`src/rtl/core/archive_header_field_parser_core_assert.svh`:
```
// assertion macros shared by the parser core
`ifndef ARCHIVE_HEADER_FIELD_PARSER_CORE_ASSERT_SVH
`define ARCHIVE_HEADER_FIELD_PARSER_CORE_ASSERT_SVH

// same-cycle implication
`define AHFP_ASSERT_NOW(label, ante, cons, msg) \
  label: assert property (@(posedge clk) disable iff (rst) (ante) |-> (cons)) \
    else $error(msg);

// next-cycle implication
`define AHFP_ASSERT_NEXT(label, ante, cons, msg) \
  label: assert property (@(posedge clk) disable iff (rst) (ante) |=> (cons)) \
    else $error(msg);

`endif

```
`src/rtl/core/ahfp_pkg.sv`:
```
package ahfp_pkg;

  localparam int unsigned HDR_LEN = 6;
  localparam int unsigned KEY_LEN = 4;
  localparam int unsigned SLEN_LEN = 2;

  localparam logic [31:0] MAGIC_A = 32'h4141_3031;
  localparam logic [31:0] MAGIC_B = 32'h5941_4131;

  localparam logic [2:0] ST_FIELD    = 3'd0;
  localparam logic [2:0] ST_OK       = 3'd1;
  localparam logic [2:0] ST_MAGIC    = 3'd2;
  localparam logic [2:0] ST_SIZE     = 3'd3;
  localparam logic [2:0] ST_SMALL    = 3'd4;
  localparam logic [2:0] ST_SUBTYPE  = 3'd5;
  localparam logic [2:0] ST_OVERRUN  = 3'd6;
  localparam logic [2:0] ST_TRUNC    = 3'd7;

  localparam logic [2:0] TY_FLAG   = 3'd0;
  localparam logic [2:0] TY_UINT   = 3'd1;
  localparam logic [2:0] TY_BLOB   = 3'd2;
  localparam logic [2:0] TY_HASH   = 3'd3;
  localparam logic [2:0] TY_TIME   = 3'd4;
  localparam logic [2:0] TY_STRING = 3'd5;

  localparam logic [7:0] SUB_FLAG = "*";
  localparam logic [7:0] SUB_U1   = "1";
  localparam logic [7:0] SUB_U2   = "2";
  localparam logic [7:0] SUB_U4   = "4";
  localparam logic [7:0] SUB_U8   = "8";
  localparam logic [7:0] SUB_B2   = "A";
  localparam logic [7:0] SUB_B4   = "B";
  localparam logic [7:0] SUB_B8   = "C";
  localparam logic [7:0] SUB_H4   = "F";
  localparam logic [7:0] SUB_H20  = "G";
  localparam logic [7:0] SUB_H32  = "H";
  localparam logic [7:0] SUB_H48  = "I";
  localparam logic [7:0] SUB_H64  = "J";
  localparam logic [7:0] SUB_T8   = "S";
  localparam logic [7:0] SUB_T12  = "T";
  localparam logic [7:0] SUB_STR  = "P";

  typedef struct packed {
    logic       ok;
    logic [2:0] ftype;
    logic [6:0] len;
  } subtype_t;

  typedef struct packed {
    logic [2:0]  status;
    logic [23:0] field_key;
    logic [2:0]  field_type;
    logic [15:0] field_size;
    logic [13:0] field_index;
    logic [15:0] value_offset;
    logic [7:0]  value_byte;
    logic        has_byte;
    logic        field_done;
    logic        last;
  } result_t;

  function automatic subtype_t decode_subtype(input logic [7:0] s);
    subtype_t d;
    d = '{ok: 1'b1, ftype: TY_FLAG, len: 7'd0};
    case (s)
      SUB_FLAG: d = '{ok: 1'b1, ftype: TY_FLAG,   len: 7'd0};
      SUB_U1:   d = '{ok: 1'b1, ftype: TY_UINT,   len: 7'd1};
      SUB_U2:   d = '{ok: 1'b1, ftype: TY_UINT,   len: 7'd2};
      SUB_U4:   d = '{ok: 1'b1, ftype: TY_UINT,   len: 7'd4};
      SUB_U8:   d = '{ok: 1'b1, ftype: TY_UINT,   len: 7'd8};
      SUB_B2:   d = '{ok: 1'b1, ftype: TY_BLOB,   len: 7'd2};
      SUB_B4:   d = '{ok: 1'b1, ftype: TY_BLOB,   len: 7'd4};
      SUB_B8:   d = '{ok: 1'b1, ftype: TY_BLOB,   len: 7'd8};
      SUB_H4:   d = '{ok: 1'b1, ftype: TY_HASH,   len: 7'd4};
      SUB_H20:  d = '{ok: 1'b1, ftype: TY_HASH,   len: 7'd20};
      SUB_H32:  d = '{ok: 1'b1, ftype: TY_HASH,   len: 7'd32};
      SUB_H48:  d = '{ok: 1'b1, ftype: TY_HASH,   len: 7'd48};
      SUB_H64:  d = '{ok: 1'b1, ftype: TY_HASH,   len: 7'd64};
      SUB_T8:   d = '{ok: 1'b1, ftype: TY_TIME,   len: 7'd8};
      SUB_T12:  d = '{ok: 1'b1, ftype: TY_TIME,   len: 7'd12};
      SUB_STR:  d = '{ok: 1'b1, ftype: TY_STRING, len: 7'd0};
      default:  d = '{ok: 1'b0, ftype: TY_FLAG,   len: 7'd0};
    endcase
    return d;
  endfunction

endpackage

```
`src/rtl/core/ahfp_parser.sv`:
```
`include "archive_header_field_parser_core_assert.svh"

module ahfp_parser (
  input  logic              clk,
  input  logic              rst,
  input  logic              fire,
  input  logic [7:0]        data_byte,
  input  logic              end_of_buffer,
  output logic              res_valid,
  output ahfp_pkg::result_t res
);

  localparam logic [1:0] PH_HDR  = 2'd0;
  localparam logic [1:0] PH_KEY  = 2'd1;
  localparam logic [1:0] PH_SLEN = 2'd2;
  localparam logic [1:0] PH_VAL  = 2'd3;

  logic [15:0] byte_count, byte_count_next;
  logic [15:0] declared_size, declared_size_next;
  logic [1:0]  phase, phase_next;
  logic [31:0] shift_word, shift_word_next;
  logic [23:0] current_key, current_key_next;
  logic [2:0]  current_type, current_type_next;
  logic [15:0] current_size, current_size_next;
  logic [15:0] value_count, value_count_next;
  logic [13:0] field_counter, field_counter_next;
  logic        skipping, skipping_next;

  logic [16:0]        count;
  logic [31:0]        shifted;
  logic [2:0]         err;
  logic               have;
  logic               hdr_ok;
  logic               restart;
  logic               fdone;
  logic [16:0]        vc_inc;
  ahfp_pkg::subtype_t sub;

  // declared bytes left after position pos, compared against thr
  function automatic logic room_below(input logic [15:0] decl, input logic [16:0] pos,
                                      input logic [16:0] thr);
    logic [17:0] diff;
    diff = {2'b00, decl} - {1'b0, pos};
    return !diff[17] && (diff[16:0] < thr);
  endfunction

  assign count   = {1'b0, byte_count} + 17'd1;
  assign shifted = {shift_word[23:0], data_byte};
  assign sub     = ahfp_pkg::decode_subtype(data_byte);
  assign vc_inc  = {1'b0, value_count} + 17'd1;
  assign fdone   = vc_inc >= {1'b0, current_size};

  always_comb begin
    byte_count_next    = byte_count;
    declared_size_next = declared_size;
    phase_next         = phase;
    shift_word_next    = shift_word;
    current_key_next   = current_key;
    current_type_next  = current_type;
    current_size_next  = current_size;
    value_count_next   = value_count;
    field_counter_next = field_counter;
    skipping_next      = skipping;
    err       = ahfp_pkg::ST_FIELD;
    have      = 1'b0;
    hdr_ok    = 1'b0;
    restart   = 1'b0;
    res       = '0;
    res_valid = 1'b0;

    if (skipping) begin
      restart = end_of_buffer;
    end else begin
      byte_count_next = count[15:0];
      case (phase)
        PH_HDR: begin
          shift_word_next = shifted;
          if (count == 17'(4) && shifted != ahfp_pkg::MAGIC_A &&
              shifted != ahfp_pkg::MAGIC_B) begin
            err = ahfp_pkg::ST_MAGIC;
          end
          if (count == 17'(ahfp_pkg::HDR_LEN)) begin
            declared_size_next = {shifted[7:0], shifted[15:8]};
            if (declared_size_next < 16'(ahfp_pkg::HDR_LEN)) begin
              err = ahfp_pkg::ST_SIZE;
            end
            phase_next       = PH_KEY;
            value_count_next = '0;
          end
        end
        PH_KEY: begin
          if (value_count == '0 &&
              room_below(declared_size, {1'b0, byte_count}, 17'(ahfp_pkg::KEY_LEN))) begin
            err = ahfp_pkg::ST_TRUNC;
          end else begin
            shift_word_next  = shifted;
            value_count_next = vc_inc[15:0];
            if (vc_inc == 17'(ahfp_pkg::KEY_LEN)) begin
              current_key_next = shifted[31:8];
              value_count_next = '0;
              if (!sub.ok) begin
                err = ahfp_pkg::ST_SUBTYPE;
              end else begin
                current_type_next = sub.ftype;
                current_size_next = {9'd0, sub.len};
                if (sub.ftype == ahfp_pkg::TY_FLAG) begin
                  have               = 1'b1;
                  field_counter_next = field_counter + 14'd1;
                end else if (sub.ftype == ahfp_pkg::TY_STRING) begin
                  if (room_below(declared_size, count, 17'(ahfp_pkg::SLEN_LEN))) begin
                    err = ahfp_pkg::ST_TRUNC;
                  end else begin
                    phase_next = PH_SLEN;
                  end
                end else if (room_below(declared_size, count, {10'd0, sub.len})) begin
                  err = ahfp_pkg::ST_TRUNC;
                end else begin
                  phase_next = PH_VAL;
                end
              end
            end
          end
        end
        PH_SLEN: begin
          shift_word_next = shifted;
          if (value_count == '0) begin
            value_count_next = 16'd1;
          end else begin
            value_count_next  = '0;
            current_size_next = {shifted[7:0], shifted[15:8]};
            if (room_below(declared_size, count, {1'b0, current_size_next})) begin
              err = ahfp_pkg::ST_OVERRUN;
            end else if (current_size_next == '0) begin
              have               = 1'b1;
              field_counter_next = field_counter + 14'd1;
              phase_next         = PH_KEY;
            end else begin
              phase_next = PH_VAL;
            end
          end
        end
        default: begin
          have             = 1'b1;
          value_count_next = vc_inc[15:0];
          if (fdone) begin
            value_count_next   = '0;
            field_counter_next = field_counter + 14'd1;
            phase_next         = PH_KEY;
          end
        end
      endcase

      if (have) begin
        res.field_key   = current_key_next;
        res.field_type  = current_type_next;
        res.field_size  = current_size_next;
        res.field_index = field_counter;
        if (phase == PH_VAL) begin
          res.value_offset = value_count;
          res.value_byte   = data_byte;
          res.has_byte     = 1'b1;
          res.field_done   = fdone;
        end else begin
          res.field_done = 1'b1;
        end
      end

      if (err == ahfp_pkg::ST_FIELD) begin
        if (count >= 17'(ahfp_pkg::HDR_LEN) && count == {1'b0, declared_size_next}) begin
          if (end_of_buffer) begin
            hdr_ok = 1'b1;
          end else begin
            err = ahfp_pkg::ST_SIZE;
          end
        end else if (end_of_buffer) begin
          err = (count < 17'(ahfp_pkg::HDR_LEN)) ? ahfp_pkg::ST_SMALL : ahfp_pkg::ST_SIZE;
        end
      end

      if (hdr_ok) begin
        res.status = ahfp_pkg::ST_OK;
        res.last   = 1'b1;
        restart    = 1'b1;
      end else if (err != ahfp_pkg::ST_FIELD) begin
        res        = '0;
        res.status = err;
        res.last   = 1'b1;
        restart    = end_of_buffer;
        skipping_next = !end_of_buffer;
      end
      res_valid = fire && (have || hdr_ok || err != ahfp_pkg::ST_FIELD);
    end

    if (restart) begin
      byte_count_next    = '0;
      declared_size_next = '0;
      phase_next         = PH_HDR;
      shift_word_next    = '0;
      current_key_next   = '0;
      current_type_next  = '0;
      current_size_next  = '0;
      value_count_next   = '0;
      field_counter_next = '0;
      skipping_next      = 1'b0;
    end
  end

  always_ff @(posedge clk) begin
    if (rst) begin
      byte_count    <= '0;
      declared_size <= '0;
      phase         <= PH_HDR;
      shift_word    <= '0;
      current_key   <= '0;
      current_type  <= '0;
      current_size  <= '0;
      value_count   <= '0;
      field_counter <= '0;
      skipping      <= 1'b0;
    end else if (fire) begin
      byte_count    <= byte_count_next;
      declared_size <= declared_size_next;
      phase         <= phase_next;
      shift_word    <= shift_word_next;
      current_key   <= current_key_next;
      current_type  <= current_type_next;
      current_size  <= current_size_next;
      value_count   <= value_count_next;
      field_counter <= field_counter_next;
      skipping      <= skipping_next;
    end
  end

  `AHFP_ASSERT_NOW(a_err_is_last, res_valid && res.status != ahfp_pkg::ST_FIELD, res.last, "non-data result without last")
  `AHFP_ASSERT_NOW(a_empty_done, res_valid && res.status == ahfp_pkg::ST_FIELD && !res.has_byte, res.field_done, "empty field not marked done")
  `AHFP_ASSERT_NEXT(a_skip_holds, fire && skipping && !end_of_buffer, skipping, "skip mode left before end marker")
  `AHFP_ASSERT_NOW(a_key_count, phase == PH_KEY, value_count < 16'(ahfp_pkg::KEY_LEN), "key byte count out of range")

endmodule

```
`src/rtl/core/ahfp_out_reg.sv`:
```
module ahfp_out_reg (
  input  logic              clk,
  input  logic              rst,
  input  logic              load_valid,
  input  ahfp_pkg::result_t load_res,
  input  logic              stall,
  output logic              ready,
  output logic              valid,
  output ahfp_pkg::result_t res
);

  assign ready = !valid || !stall;

  always_ff @(posedge clk) begin
    if (rst) begin
      valid <= 1'b0;
    end else if (ready) begin
      valid <= load_valid;
    end
  end

  always_ff @(posedge clk) begin
    if (ready && load_valid) begin
      res <= load_res;
    end
  end

endmodule

```
`src/rtl/core/archive_header_field_parser_core.sv`:
```
// archive header field parser
// input channel (hdr_valid/hdr_stall) takes one header byte per item with
// end_of_buffer set on the final byte of the buffer. output channel
// (res_valid/res_stall) gives at most one result item per input item: a value
// byte tagged with key, type, size, index and offset, an empty-field marker,
// or a status item with last set (header ok or an error code).
// a byte is registered at the input, then parsed in one pass into the
// result register.
// throughput: one byte per cycle unless res_stall holds the result; the header
// state (counts, phase, key) is updated in the same cycle the byte is parsed.
// after an error, bytes produce no items up to and including the end byte.
// reset clears the parser state and the valid flags of both registers; the
// block then expects the magic of a new header.
// when res_stall is high the result holds; a byte already in the input
// register waits there and hdr_stall stays high until the result is taken.
// an empty input register still takes one more byte first.
module archive_header_field_parser_core (
  input  logic        clk,
  input  logic        rst,
  input  logic        hdr_valid,
  output logic        hdr_stall,
  input  logic [7:0]  data_byte,
  input  logic        end_of_buffer,
  output logic        res_valid,
  input  logic        res_stall,
  output logic [2:0]  status,
  output logic [23:0] field_key,
  output logic [2:0]  field_type,
  output logic [15:0] field_size,
  output logic [13:0] field_index,
  output logic [15:0] value_offset,
  output logic [7:0]  value_byte,
  output logic        has_byte,
  output logic        field_done,
  output logic        last
);

  logic              in_full;
  logic [7:0]        in_byte;
  logic              in_end;
  logic              out_ready;
  logic              fire;
  logic              accept;
  logic              step_valid;
  ahfp_pkg::result_t step_res;
  ahfp_pkg::result_t out_res;

  assign fire      = in_full && out_ready;
  assign hdr_stall = in_full && !out_ready;
  assign accept    = hdr_valid && !hdr_stall;

  always_ff @(posedge clk) begin
    if (rst) begin
      in_full <= 1'b0;
    end else if (accept) begin
      in_full <= 1'b1;
    end else if (fire) begin
      in_full <= 1'b0;
    end
  end

  always_ff @(posedge clk) begin
    if (accept) begin
      in_byte <= data_byte;
      in_end  <= end_of_buffer;
    end
  end

  ahfp_parser u_parser (
    .clk          (clk),
    .rst          (rst),
    .fire         (fire),
    .data_byte    (in_byte),
    .end_of_buffer(in_end),
    .res_valid    (step_valid),
    .res          (step_res)
  );

  ahfp_out_reg u_out_reg (
    .clk       (clk),
    .rst       (rst),
    .load_valid(step_valid),
    .load_res  (step_res),
    .stall     (res_stall),
    .ready     (out_ready),
    .valid     (res_valid),
    .res       (out_res)
  );

  assign status       = out_res.status;
  assign field_key    = out_res.field_key;
  assign field_type   = out_res.field_type;
  assign field_size   = out_res.field_size;
  assign field_index  = out_res.field_index;
  assign value_offset = out_res.value_offset;
  assign value_byte   = out_res.value_byte;
  assign has_byte     = out_res.has_byte;
  assign field_done   = out_res.field_done;
  assign last         = out_res.last;

endmodule

```
`config.mk`:
```
export PLATFORM = sky130hd
export DESIGN_NAME = archive_header_field_parser_core
export DESIGN_NICKNAME = d
export VERILOG_FILES = /design/src/rtl/core/ahfp_pkg.sv /design/src/rtl/core/ahfp_parser.sv /design/src/rtl/core/ahfp_out_reg.sv /design/src/rtl/core/archive_header_field_parser_core.sv
export VERILOG_INCLUDE_DIRS = /design/src /design/src/rtl/core
export SDC_FILE = /design/constraint.sdc
export NUM_CORES = 1
export LEC_CHECK = 0
export ABC_AREA = 1
export ABC_CLOCK_PERIOD_IN_PS = 8500
export BUFFER_PORTS_ARGS = -buffer_cell sky130_fd_sc_hd__buf_4
export CAP_MARGIN = 25
export CORE_ASPECT_RATIO = 0.6
export CORE_MARGIN = 5
export CORE_UTILIZATION = 30
export CTS_BUF_LIST = sky130_fd_sc_hd__clkbuf_8 sky130_fd_sc_hd__clkbuf_16
export DETAILED_ROUTE_END_ITERATION = 10
export PLACE_DENSITY = 0.56
export SYNTH_ARGS = -nofsm -noshare
export SYNTH_HDL_FRONTEND = slang
export SYNTH_SLANG_ARGS = --single-unit
```
`constraint.sdc`:
```
create_clock -name clk -period 8.5 [get_ports clk]
set_clock_uncertainty 0.05 [all_clocks]
set_input_delay 1.7 -clock clk [delete_from_list [all_inputs] [get_ports clk]]
set_output_delay 1.7 -clock clk [all_outputs]
set_load 0.01 [all_outputs]
```
# == Word-level counts from Yosys, hierarchy flattened ==
# Index checks and enable logic that the tools add are counted.
# word_totals
register_bits,230
latchBits,0
ram_bits,0
mem_bits_ro,0
input_bits,13
out_inout_bits,89
elab_cells,232
n_memories,0
# classes
n_addsub,5
n_mul,0
n_div,0
magnitude_cmp,8
n_eq_ne,39
shifts,0
muxes,114
n_bitwise,1
n_reduce_logical,40
# ops
cell,count
16-bit two-way mux,19
24-bit two-way mux,8
11-bit case mux with 16 select lines,1
83-bit two-way mux,2
14-bit two-way mux,10
"8-bit by 7-bit equality test with 1-bit output, second input constant",11
85-bit two-way mux,1
3-bit two-way mux,23
"32-bit by 31-bit inequality test with 1-bit output, second input constant",2
"17-bit by 3-bit equality test with 1-bit output, second input constant",3
16-bit case mux with 3 select lines,1
24-bit case mux with 2 select lines,1
14-bit case mux with 3 select lines,1
"8-bit by 6-bit equality test with 1-bit output, second input constant",5
"16-bit by 1-bit adder with 17-bit output, second input constant",2
"17-bit by 3-bit less-than comparator with 1-bit output, second input constant",2
16-bit logical NOT,2
2-bit two-way mux,16
16-bit case mux with 2 select lines,1
1-bit two-way mux,26
25-bit two-way mux,1
16-bit by 17-bit subtractor with 18-bit output,1
17-bit by 16-bit equality test with 1-bit output,1
17-bit by 16-bit >= comparator with 1-bit output,1
other kinds (35),66

# == Longest topological paths before layout ==
# logic_depth
ltp_word,22
ltp_mapped,35
ltp_nobuf,34

# == Modules after synthesis ==
# From an unflattened synthesis, not the netlist that was laid out.
# unflattened
cells_unflattened,2086
hier_area_um2,14893.0
# modules_own_cells
module,n_inst,cells_each,area_each_um2,seq_area_each_um2
ahfp_parser,1,1976,11910.2,2642.5
ahfp_out_reg,1,92,2656.3,2632.5
archive_header_field_parser_core,1,18,326.6,290.3

# == Worst setup path after synthesis ==
# Ideal clock, no wire load.
# synth_timing
path_kind,register to register
start,register u_parser.byte_count[0]
end,"register u_out_reg.res[0] (netlist name), enable pin"
setup_ns,0.441
t_arrival_ns,5.528
path_slack_ns,2.481
stages_incl_launch_ff,34
period_less_slack_ns,6.019
path_cell_list,dfxtp_1 -> ha_1 -> buf_2 -> or2_2 -> nand2_1 -> ha_1 -> nand2_1 -> nand2_1 -> nand2_1 -> nand2_1 -> nand2_1 -> nand2_1 -> nand3_1 -> nand2_1 -> nand2_1 -> nand2_1 -> xor2_1 -> inv_1 -> ha_1 -> a21oi_1 -> nor2_1 -> a211oi_1 -> nand2_1 -> nand3_1 -> nand2_1 -> a21oi_1 -> nand4_1 -> nand2_1 -> clkinv_1 -> nand3_1 -> o21bai_4 -> nand4_1 -> nand2_1 -> inv_1
# synth_between
elab_chain_cells,21
# synth_rtl
item,line,rtl
start: declaration,ahfp_parser.sv:18,"logic [15:0] byte_count, byte_count_next;"
start signal: assignment,ahfp_parser.sv:221,byte_count <= byte_count_next;
16-bit by 1-bit adder with 17-bit output,ahfp_parser.sv:47,"assign count = {1'b0, byte_count} + 17'd1;"
16-bit by 17-bit subtractor with 18-bit output,ahfp_parser.sv:43,"diff = {2'b00, decl} - {1'b0, pos};"
17-bit by 7-bit less-than comparator with 1-bit output (tied with other cells),ahfp_parser.sv:44,return !diff[17] && (diff[16:0] < thr);
1-bit logical AND,ahfp_parser.sv:44,
3-bit two-way mux (on tied branches),"ahfp_parser.sv:115, ahfp_parser.sv:110",
3-bit two-way mux,ahfp_parser.sv:109,end else if (sub.ftype == ahfp_pkg::TY_STRING) begin
3-bit two-way mux,ahfp_parser.sv:106,if (sub.ftype == ahfp_pkg::TY_FLAG) begin
3-bit two-way mux,ahfp_parser.sv:101,if (!sub.ok) begin
[5 not listed],n/a,
3-bit two-way mux,ahfp_parser.sv:169,"if (count >= 17'(ahfp_pkg::HDR_LEN) && count == {1'b0, declared_size_next}) begin"
3-bit two-way mux,ahfp_parser.sv:168,if (err == ahfp_pkg::ST_FIELD) begin
3-bit two-way mux,ahfp_parser.sv:71,if (skipping) begin
3-bit nonzero test,ahfp_parser.sv:191,res_valid = fire && (have || hdr_ok || err != ahfp_pkg::ST_FIELD);
1-bit logical OR *,ahfp_parser.sv:191,
1-bit logical AND *,ahfp_parser.sv:191,
1-bit two-way mux *,ahfp_parser.sv:71,
1-bit logical AND *,ahfp_out_reg.sv:23,if (ready && load_valid) begin
end signal: assignment,ahfp_out_reg.sv:24,res <= load_res;
end: declaration,ahfp_out_reg.sv:9,output ahfp_pkg::result_t res
# Mark *: on every way between the ends. The rest lies on a longest branch, timed or not. The select of a mux whose other input is x is not followed.
# A chain may end at the register's enable or synchronous reset.

# == Worst setup path after layout ==
# layout_timing
start,register u_parser.byte_count[0]
end,"register u_out_reg.res[5] (netlist name), enable pin"
# The elaborated chain is that of the path after synthesis.

==> flow_summary.rst <==
.. list-table::
   :header-rows: 1

   * - Metric
     - Value
   * - Run status
     - finished clean
   * - Simple-gate portion of the synthesized area
     - 33.3%
   * - Sequential fraction of the synthesis area
     - 37.3%
   * - Post CTS Setup Buffer Count
     - 0
   * - Total number of cells along the worst setup path
     - 33
   * - DRT iter0 DRCs
     - 1639
   * - Depth of the worst hold-timing path
     - 2
   * - Worst Tran Pin Value
     - 986 ps
   * - Slew Limit Headroom
     - 34.3%
   * - Netlist area before placement
     - 0.0149 mm^2
   * - Number of endpoints failing setup at the final stage
     - 0
   * - Pre-CTS setup slack
     - 2220 ps
   * - Pin count of the biggest net entering global routing
     - 76
   * - Cts repair resizes
     - 0
   * - Yosys reg bits
     - 230
   * - Hold slack final
     - 412 ps
   * - Layout Area Growth over Synthesis
     - 14.0%
   * - CTS tree
     - yes
   * - Setup repair after global routing missed its margin
     - no
   * - Cell with the largest stage delay on the worst path
     - buf_4
   * - Max-capacitance violation count
     - 0
   * - DR vias/cell
     - 5.18
   * - Number of global-route vias before repair
     - 13500
   * - Root buffer selected by CTS
     - clkbuf_16
   * - Number of distinct standard cells referenced by the synthesized netlist
     - 55
   * - Startpoint of the most critical hold path
     - u_parser.current_key[23]
   * - Multiplexer share of the synthesized area
     - 0.411%
   * - Critical path fanouts, max
     - 58
   * - Adder-cell share of the synthesized area
     - 6.00%
   * - Required time of the critical path
     - 8610 ps
   * - Setup slack of the most critical reg-to-reg path
     - 1990 ps
   * - Number of core rows
     - 63
   * - Complex-gate fraction of the synthesized area
     - 12.7%
   * - Main combinational cell family by area after synthesis
     - simple AND/OR/NAND/NOR gates
   * - Layout Utilization
     - 34.5%
   * - Achievable frequency
     - 154 MHz
   * - CTS Hold Buffers Added
     - 0
   * - Terminus of the critical flop-to-flop path
     - u_out_reg.res[5]
   * - Fraction of layout cells with a size suffix above 1
     - 11.3%
   * - Hold Path Class
     - reg2reg
   * - Die span in y
     - 183 um
   * - XOR/XNOR share of the synthesized area
     - 1.70%
   * - Static Leak
     - 0.00711 uW
   * - Yosys synthesis warning count
     - 0
   * - GRT Util Overall
     - 18.9%
   * - Clock slew at the register clock pins of the worst setup and hold paths
     - 70 ps
   * - Overall via count from detail_route
     - 14600
   * - Routed wire per std cell
     - 18.9 um
   * - Critical path's most frequent cell
     - nand2_1
   * - Final Critical Period
     - 6510 ps
   * - Die ar.
     - 0.0545 mm^2
   * - DRC errors left
     - 0
   * - Clock buffer count from CTS
     - 23
   * - Cell count after synthesis
     - 2094
   * - Critical R2R Launch
     - u_parser.byte_count[0]
   * - Arrival time of the worst setup path
     - 6620 ps
   * - Wire length of the first global-routing pass
     - 81.7 mm
   * - Final GP Congestion
     - 0.992
   * - Worst vdd rail ir drop
     - 128 uV
   * - Overflow left after global routing
     - 0
   * - DP Wirelength
     - 41.1 mm
   * - Cell count after placement
     - 2786
   * - Setup Total Neg Slack
     - 0 ps
   * - IO Count
     - 102
   * - CP Launch Type
     - register
   * - Layout Cells excl Fill
     - 2828
   * - Crit path largest cell delay
     - 680 ps
   * - Placeable Area
     - 0.0493 mm^2
   * - Power density normalized to cell area
     - 152 mW/mm^2
   * - Later-pin clock latency in the skew report
     - 540 ps
   * - IO buf count
     - 101
   * - Max-slew violation count
     - 0
   * - Cell depth of the worst flop-to-flop path
     - 33
   * - Maximum clock path buffer count
     - 3
   * - Fraction of the cycle the final worst path needs
     - 76.6%
   * - Number of buffer and inverter stages on the critical path
     - 4
   * - X dimension of the die
     - 298 um
   * - Minimum setup slack in the final design
     - 1990 ps
   * - Synthesized net count
     - 2178
   * - CTS sink count
     - 230
   * - Mean Syn Cell Area
     - 7.13 um^2
   * - Length of the first detailed-routing pass in iterations
     - 9
   * - Fin. Hold Viols
     - 0
   * - # diodes
     - 0
   * - CP Class
     - reg2reg
   * - Min-Delay Endpoint
     - u_parser.current_key[23]
   * - Count of antenna-violating nets left after detailed routing
     - 0
   * - Final net count
     - 2245
   * - CTS HTree Levels
     - 1
   * - Largest delay share family, worst path
     - simple AND/OR/NAND/NOR gates
   * - Starting density of the core
     - 30.3%
   * - Type of element capturing the critical path
     - register
   * - Total wirelength of the detailed-routed design
     - 53.4 mm
   * - Number of antenna violations at the first check in global routing
     - 1
==> layout make-up <==
class                      count  area [um^2]
fill                        5191        32300
multi-input combinational   1538         8070
sequential                   230         5570
inverter                     251          943
timing repair buffer         117          902
tap                          650          813
clock buffer                  28          656
clock inverter                14         61.3
==> registers in the layout, summed over array words and instances, names as in the netlist <==
signal,cells
u_parser.current_type,3
in_byte,8
u_parser.skipping,1
u_parser.shift_word,24
u_parser.declared_size,16
u_parser.field_counter,14
u_parser.byte_count,16
u_parser.current_key,24
u_out_reg.valid,1
u_out_reg.res,87
in_full,1
u_parser.value_count,16
in_end,1
u_parser.current_size,16
u_parser.phase,2
==> how the worst max path moves through the flow <==
| stage | startpoint | to | slack, ps |
|---|---|---|---|
| 2_1_floorplan | u_parser.byte_count[0] | u_out_reg.res[0] | 2480 |
| 6_report | u_parser.byte_count[0] | u_out_reg.res[5] | 1990 |
| 3_5_place_dp | u_parser.byte_count[0] | u_out_reg.res[5] | 2220 |
| 5_1_grt | u_parser.byte_count[0] | u_out_reg.res[5] | 1540 |
| 3_3_place_gp | u_parser.byte_count[0] | u_out_reg.res[81] | 2230 |
| 4_1_cts | u_parser.byte_count[0] | u_out_reg.res[5] | 2160 |
==> worst reg2reg max path: cells and delay by family, from the launching register on <==
kind,cells,cell delay (ps)
AO/OA/AOI/OAI,4,890
XOR/XNOR,1,210
buffers and inverters,4,1210
AND/OR/NAND/NOR,21,2120
adder cells (fa/ha/maj),3,1070
flip-flops,1,500
==> through the flow <==
stage	power (uW)	cell area [um^2]
global placement	1600	16200
CTS	2610	17000
detailed placement	1610	16300
global route	2700	17000
floorplan	1470	14900
finish	2590	17000
==> cells in the final DEF (no fill, tap or decap), drive strengths merged, types with 2 or more instances in the layout <==
master | synthesis | final
o21bai | 2 | 2
inv | 250 | 258
nor3b | 4 | 4
nand2 | 550 | 550
a31oi | 3 | 3
and3 | 3 | 3
clkinv | 1 | 7
nand4 | 59 | 59
o211ai | 16 | 16
edfxtp | 96 | 96
nor3 | 57 | 57
buf | 18 | 117
ha | 70 | 70
and2 | 2 | 2
clkbuf | 57 | 28
dfxtp | 134 | 134
xnor2 | 4 | 4
a221oi | 4 | 4
xor2 | 25 | 25
nor4 | 9 | 9
o21ai | 67 | 67
a211oi | 39 | 39
a21oi | 193 | 193
nand3 | 156 | 156
nand3b | 15 | 15
o221ai | 3 | 3
mux2i | 5 | 5
nor2 | 213 | 213
or2 | 29 | 29
==> where the power goes <==
part           internal [uW]  switching [uW]  leakage (uW)
sequential              1180            32.8       0.00199
combinational            113             270       0.00473
clock                    545             448      0.000387
==> layer usage <==
layer | track usage [%] | vias to the layer above | wire, um
met4 | 2.75 | 0 | 757
met3 | 6.16 | 45 | 5840
met2 | 24.6 | 604 | 19800
met1 | 30.3 | 6847 | 27000
li1 | - | 7142 | -
met5 | 0 | - | 0
==> synthesized netlist by cell type, drive strengths merged <==
cell type | instances | area [um^2]
o21bai | 2 | 26.3
nand2 | 550 | 2090
edfxtp | 96 | 2880
clkinv | 1 | 3.75
xor2 | 25 | 219
o21ai | 67 | 339
a41oi | 1 | 8.76
and2 | 2 | 15.0
buf | 18 | 134
nand3b | 15 | 113
nor4 | 9 | 56.3
inv | 250 | 938
a221oi | 4 | 35.0
nor3 | 57 | 295
nand3 | 156 | 791
and3 | 3 | 18.8
or2 | 29 | 181
o41ai | 1 | 27.5
fa | 1 | 20.0
mux2 | 1 | 11.3
a22oi | 1 | 7.51
o211ai | 16 | 120
a21oi | 193 | 970
o2111ai | 1 | 8.76
o21a | 1 | 7.51
nor3b | 4 | 30.0
o22ai | 1 | 6.26
or4 | 1 | 7.51
xnor2 | 4 | 35.0
dfxtp | 134 | 2680
clkbuf | 57 | 214
a211oi | 39 | 293
nand4 | 59 | 403
o221ai | 3 | 26.3
a31oi | 3 | 18.8
nor2 | 213 | 960
ha | 70 | 876
or3 | 1 | 6.26
mux2i | 5 | 50.1
==> cells by family after synthesis <==
group	count (synthesis)
flops	230
mux	6
xor+xnor	29
simple gates	1099
buf+inv	326
compound gates	333
fa+ha+maj	71
Power figures use the tool's default switching activity.
